### src/rtl/sact_pkg.sv
// Package: geometry, field widths and policy codes of the cache tag store.
`timescale 1ns / 1ps
package sact_pkg;
    localparam int WAYS = 4;
    localparam int SETS = 64;
    localparam int BLOCK_BYTES = 32;
    localparam int OFF_BITS = $clog2(BLOCK_BYTES);
    localparam int SET_BITS = (SETS > 1) ? $clog2(SETS) : 1;
    localparam int SET_USED = $clog2(SETS);
    localparam int TAG_BITS = 32 - OFF_BITS - SET_USED;
    localparam int WAY_BITS = (WAYS > 1) ? $clog2(WAYS) : 1;
    localparam int TIME_BITS = 48;
    localparam int USE_BITS = 16;
    localparam int CNT_BITS = 40;

    localparam logic [1:0] POL_LRU = 2'd0;
    localparam logic [1:0] POL_FIFO = 2'd1;
    localparam logic [1:0] POL_LFU = 2'd2;
    // spare code: a full set always gives up way 0
    localparam logic [1:0] POL_UNUSED = 2'd3;

    typedef struct packed {
        logic [TAG_BITS-1:0]  tag;
        logic [TIME_BITS-1:0] last_use;
        logic [TIME_BITS-1:0] arrival;
        logic [USE_BITS-1:0]  use_cnt;
    } line_t;

    typedef line_t [WAYS-1:0] set_row_t;
endpackage

### src/rtl/sact_victim.sv
// Victim selection over the ways of one set, by replacement policy.
`timescale 1ns / 1ps
module sact_victim (
    input  logic [1:0]              policy,
    input  sact_pkg::set_row_t      row,
    output logic [sact_pkg::WAY_BITS-1:0] victim
);
    import sact_pkg::*;

    always_comb
    begin
        logic [WAY_BITS-1:0] best;
        logic beat;
        best = '0;
        for (int w = 1; w < WAYS; w++)
        begin
            case (policy)
                POL_LRU:  beat = row[w].last_use < row[best].last_use;
                POL_FIFO: beat = row[w].arrival < row[best].arrival;
                POL_LFU:  beat = (row[w].use_cnt != row[best].use_cnt) ?
                                 (row[w].use_cnt < row[best].use_cnt) :
                                 (row[w].last_use < row[best].last_use);
                default:  beat = 1'b0;
            endcase
            if (beat)
                best = WAY_BITS'(w);
        end
        victim = best;
    end
endmodule

### config.mk
export PLATFORM = sky130hd
export DESIGN_NAME = sact_victim
export DESIGN_NICKNAME = d
export VERILOG_FILES = /design/src/rtl/sact_pkg.sv /design/src/rtl/sact_victim.sv
export SDC_FILE = /design/constraint.sdc
export NUM_CORES = 1
export LEC_CHECK = 0
export BUFFER_PORTS_ARGS = -buffer_cell sky130_fd_sc_hd__buf_2
export CAP_MARGIN = 40
export CORE_AREA = 4 4 206 208
export DETAILED_ROUTE_END_ITERATION = 10
export DIE_AREA = 0 0 210 212
export SYNTH_ARGS = -nofsm -noshare
export SYNTH_HDL_FRONTEND = slang
export SYNTH_SLANG_ARGS = --single-unit
### constraint.sdc
create_clock -name vclk -period 24.8
set_input_delay 7.44 -clock vclk [all_inputs]
set_output_delay 7.44 -clock vclk [all_outputs]
set_load 0.02 [all_outputs]
==> flow_metrics.tcl <==
set metrics [dict create \
    initial_core_util_pct 24.9 \
    synthCells 1472 \
    slew_headroom_pct 46.9 \
    hpwl_um 40000 \
    crit_slowest_cell "a2111oi_1" \
    grt_max_degree 112 \
    use_met1_pct 22.8 \
    rows 74 \
    endpoint_kind "output pin" \
    power.density_mw_per_mm2 35.9 \
    worstPathArrival_ns 16.54 \
    busiest_layer "met2" \
    syn_nets 2336 \
    slew_viol_final 0 \
    slowest_delay_ns 0.68 \
    fin_crit_ns 23.98 \
    dieArea_mm2 0.0445 \
    track_usage_pct 18.1 \
    ir_worst_vdd_v 0.0000196 \
    nFillCells 4443 \
    final-seq-area_um2 0 \
    seqPwrFrac_pct 0 \
    switching_share_pct 58.5 \
    hold-path-endpoint "victim[0]" \
    grt-ovfl-total 0 \
    use_met3_pct 2.73 \
    p_switching_uw 270 \
    maxCapViolCount 0 \
    cp-start-kind "primary input" \
    crit_type "primary input to output pin" \
    syn_to_final_growth_pct 27.4 \
    ant_nets 0 \
    p_int_uw 192 \
    drive_gt1_share_pct 25.4 \
    final_cell_mix "buf_2 (452), ha_1 (330), a21oi_1 (196)" \
    route.detailed.drc 0 \
    tightest_slew_ns 0.789 \
    finish.utilization_pct 31.8 \
    numPortBuffers 452 \
    min_from "row[330]" \
    ys_warn_count 0 \
    power_frac_clock_pct 0 \
    final_common_cell "buf_2" \
    syn_area_per_cell_um2 6.87 \
    routabilityCongestion 0.909 \
    hold_violations 0 \
    fp.coreArea_mm2 0.0406 \
    p_leak_uw 0.00708 \
    design.seq.count 0 \
    cp_common_cell "o21ai_0" \
    clockBufferCount 0 \
    grt_pass1_vias 12180 \
    rsz0062_at_grt "no" \
    syn_area_mm2 0.0101 \
    finalSetupViolations 0 \
    cp.required_ns 17.36 \
    die_y_um 212 \
    wire_per_inst_um 17.9 \
    setup-tns-final_ns 0 \
    p_comb_share_pct 100.0 \
    seq_area_frac_synth_pct 0 \
    holdWs_ns 15.29 \
    drt-vias-per-instance 5.00 \
    fin_nets 2751 \
    dr.pass1.iters 5 \
    ios 536 \
    die_w_um 210 \
    drtIter0Drc 638 \
    synth_cell_types 61 \
    use_met2_pct 32.5 \
    wl_um 43400 \
    critPathMaxFanout 95 \
    fmax_mhz 41.7 \
    vias 12138 \
    fin_crit_sh_pct 96.7 \
    run_status "completed" \
    grt_pass1_wl_um 64500 \
    hold_path_class "primary input to output pin" \
    multiInputGateArea_mm2 0.00939 \
    grt_antenna_before_repair 14 \
    hold_depth 4 \
]
-- power by group through the flow --
stage	clock network [uW]	logic, uW	registers [uW]
floorplan	0	328	0
global placement	0	450	0
detailed placement	0	462	0
CTS	0	464	0
global route	0.0000487	531	0
finish	0.0000541	463	0
-- per-layer routing --
layer	up-vias	wire length, um	share of wire, %
li1	6293	-	-
met1	5397	19000	44
met2	387	20800	48
met3	55	2530	5.8
met4	6	1060	2.4
met5	-	34	0.078
-- how the worst max path moves through the flow --
stage / from / to
final: row[49] / victim[1]
after global routing: row[49] / victim[1]
after CTS: row[107] / victim[1]
after detailed placement: row[107] / victim[1]
after global placement: row[107] / victim[1]
after floorplan: row[93] / victim[1]
-- cell families (layout without fill, tap and decap cells) --
logic type / count (synthesis) / after routing / share of synthesized area (%)
AOI/OAI and AO/OA: 504 / 504 / 29.7
adders and majority gates: 330 / 330 / 40.8
buffers and inverters: 164 / 577 / 7.42
muxes: 2 / 2 / 0.198
other: 0 / 10 / 0
and+or+nand+nor: 472 / 472 / 21.9
-- per-stage QoR --
stage / std cells / setup WS (ns) / power (uW) / cell area [um^2]
final: 2427 / 0.817 / 463 / 12900
after global routing: 2426 / 0.000547 / 531 / 12900
after CTS: 2417 / 0.623 / 464 / 12900
after detailed placement: 2417 / 0.688 / 462 / 12900
after global placement: 2417 / 0.669 / 450 / 12900
after floorplan: 1472 / 2.86 / 328 / 10100
-- worst max-delay path: cells and delay by family --
kind | cells | cell delay (ns)
compound gates | 19 | 4.42
buf+inv | 6 | 1.21
fa+ha+maj | 3 | 0.83
simple gates | 9 | 2.54
-- cell usage after synthesis, types with 3 or more instances --
cell type  number  area share [%]
or2_2           3            0.19
a21oi_1       196             9.7
o211a_1         5            0.49
nand3_1        31             1.5
a21boi_0        3            0.22
and4_1          8            0.69
o21ai_1        98             4.8
o21a_1         10            0.74
buf_6          13             1.4
o211ai_1        9            0.67
a211o_1         5            0.43
a221o_1         6            0.59
nor3_1         14            0.69
a21o_1         60             4.5
inv_1         116             4.3
and3_1          3            0.19
o21ai_0        52             2.6
a211oi_1       19             1.4
clkbuf_1        5            0.19
ha_1          330              41
nand4_1        58             3.6
buf_2          30             1.5
o21bai_1        3            0.22
a31oi_1         6            0.37
or3_1           4            0.25
nor2b_1        13            0.80
nand2b_1       10            0.62
a2111oi_0       3            0.26
nor4_1          9            0.56
nand2_1       154             5.7
o311a_1         3            0.30
nor2_1        152             5.6
-- what timing repair did --
| item | CTS | global route |
|---|---|---|
| hold buffers | 0 | 0 |
| setup buffers | 0 | 0 |
| setup endpoints to repair | 0 | 1 |
| endpoints found under the hold margin | 0 | 0 |
| resized for setup | 0 | 1 |
-- cell type report --
type | count | share of cell area (%)
tap | 532 | 5.16
inverter | 116 | 3.38
multi-input combinational | 1308 | 72.8
antenna | 10 | 0.194
timing repair buffer | 461 | 18.5
No activity file was read; power rests on OpenSTA's default activity.
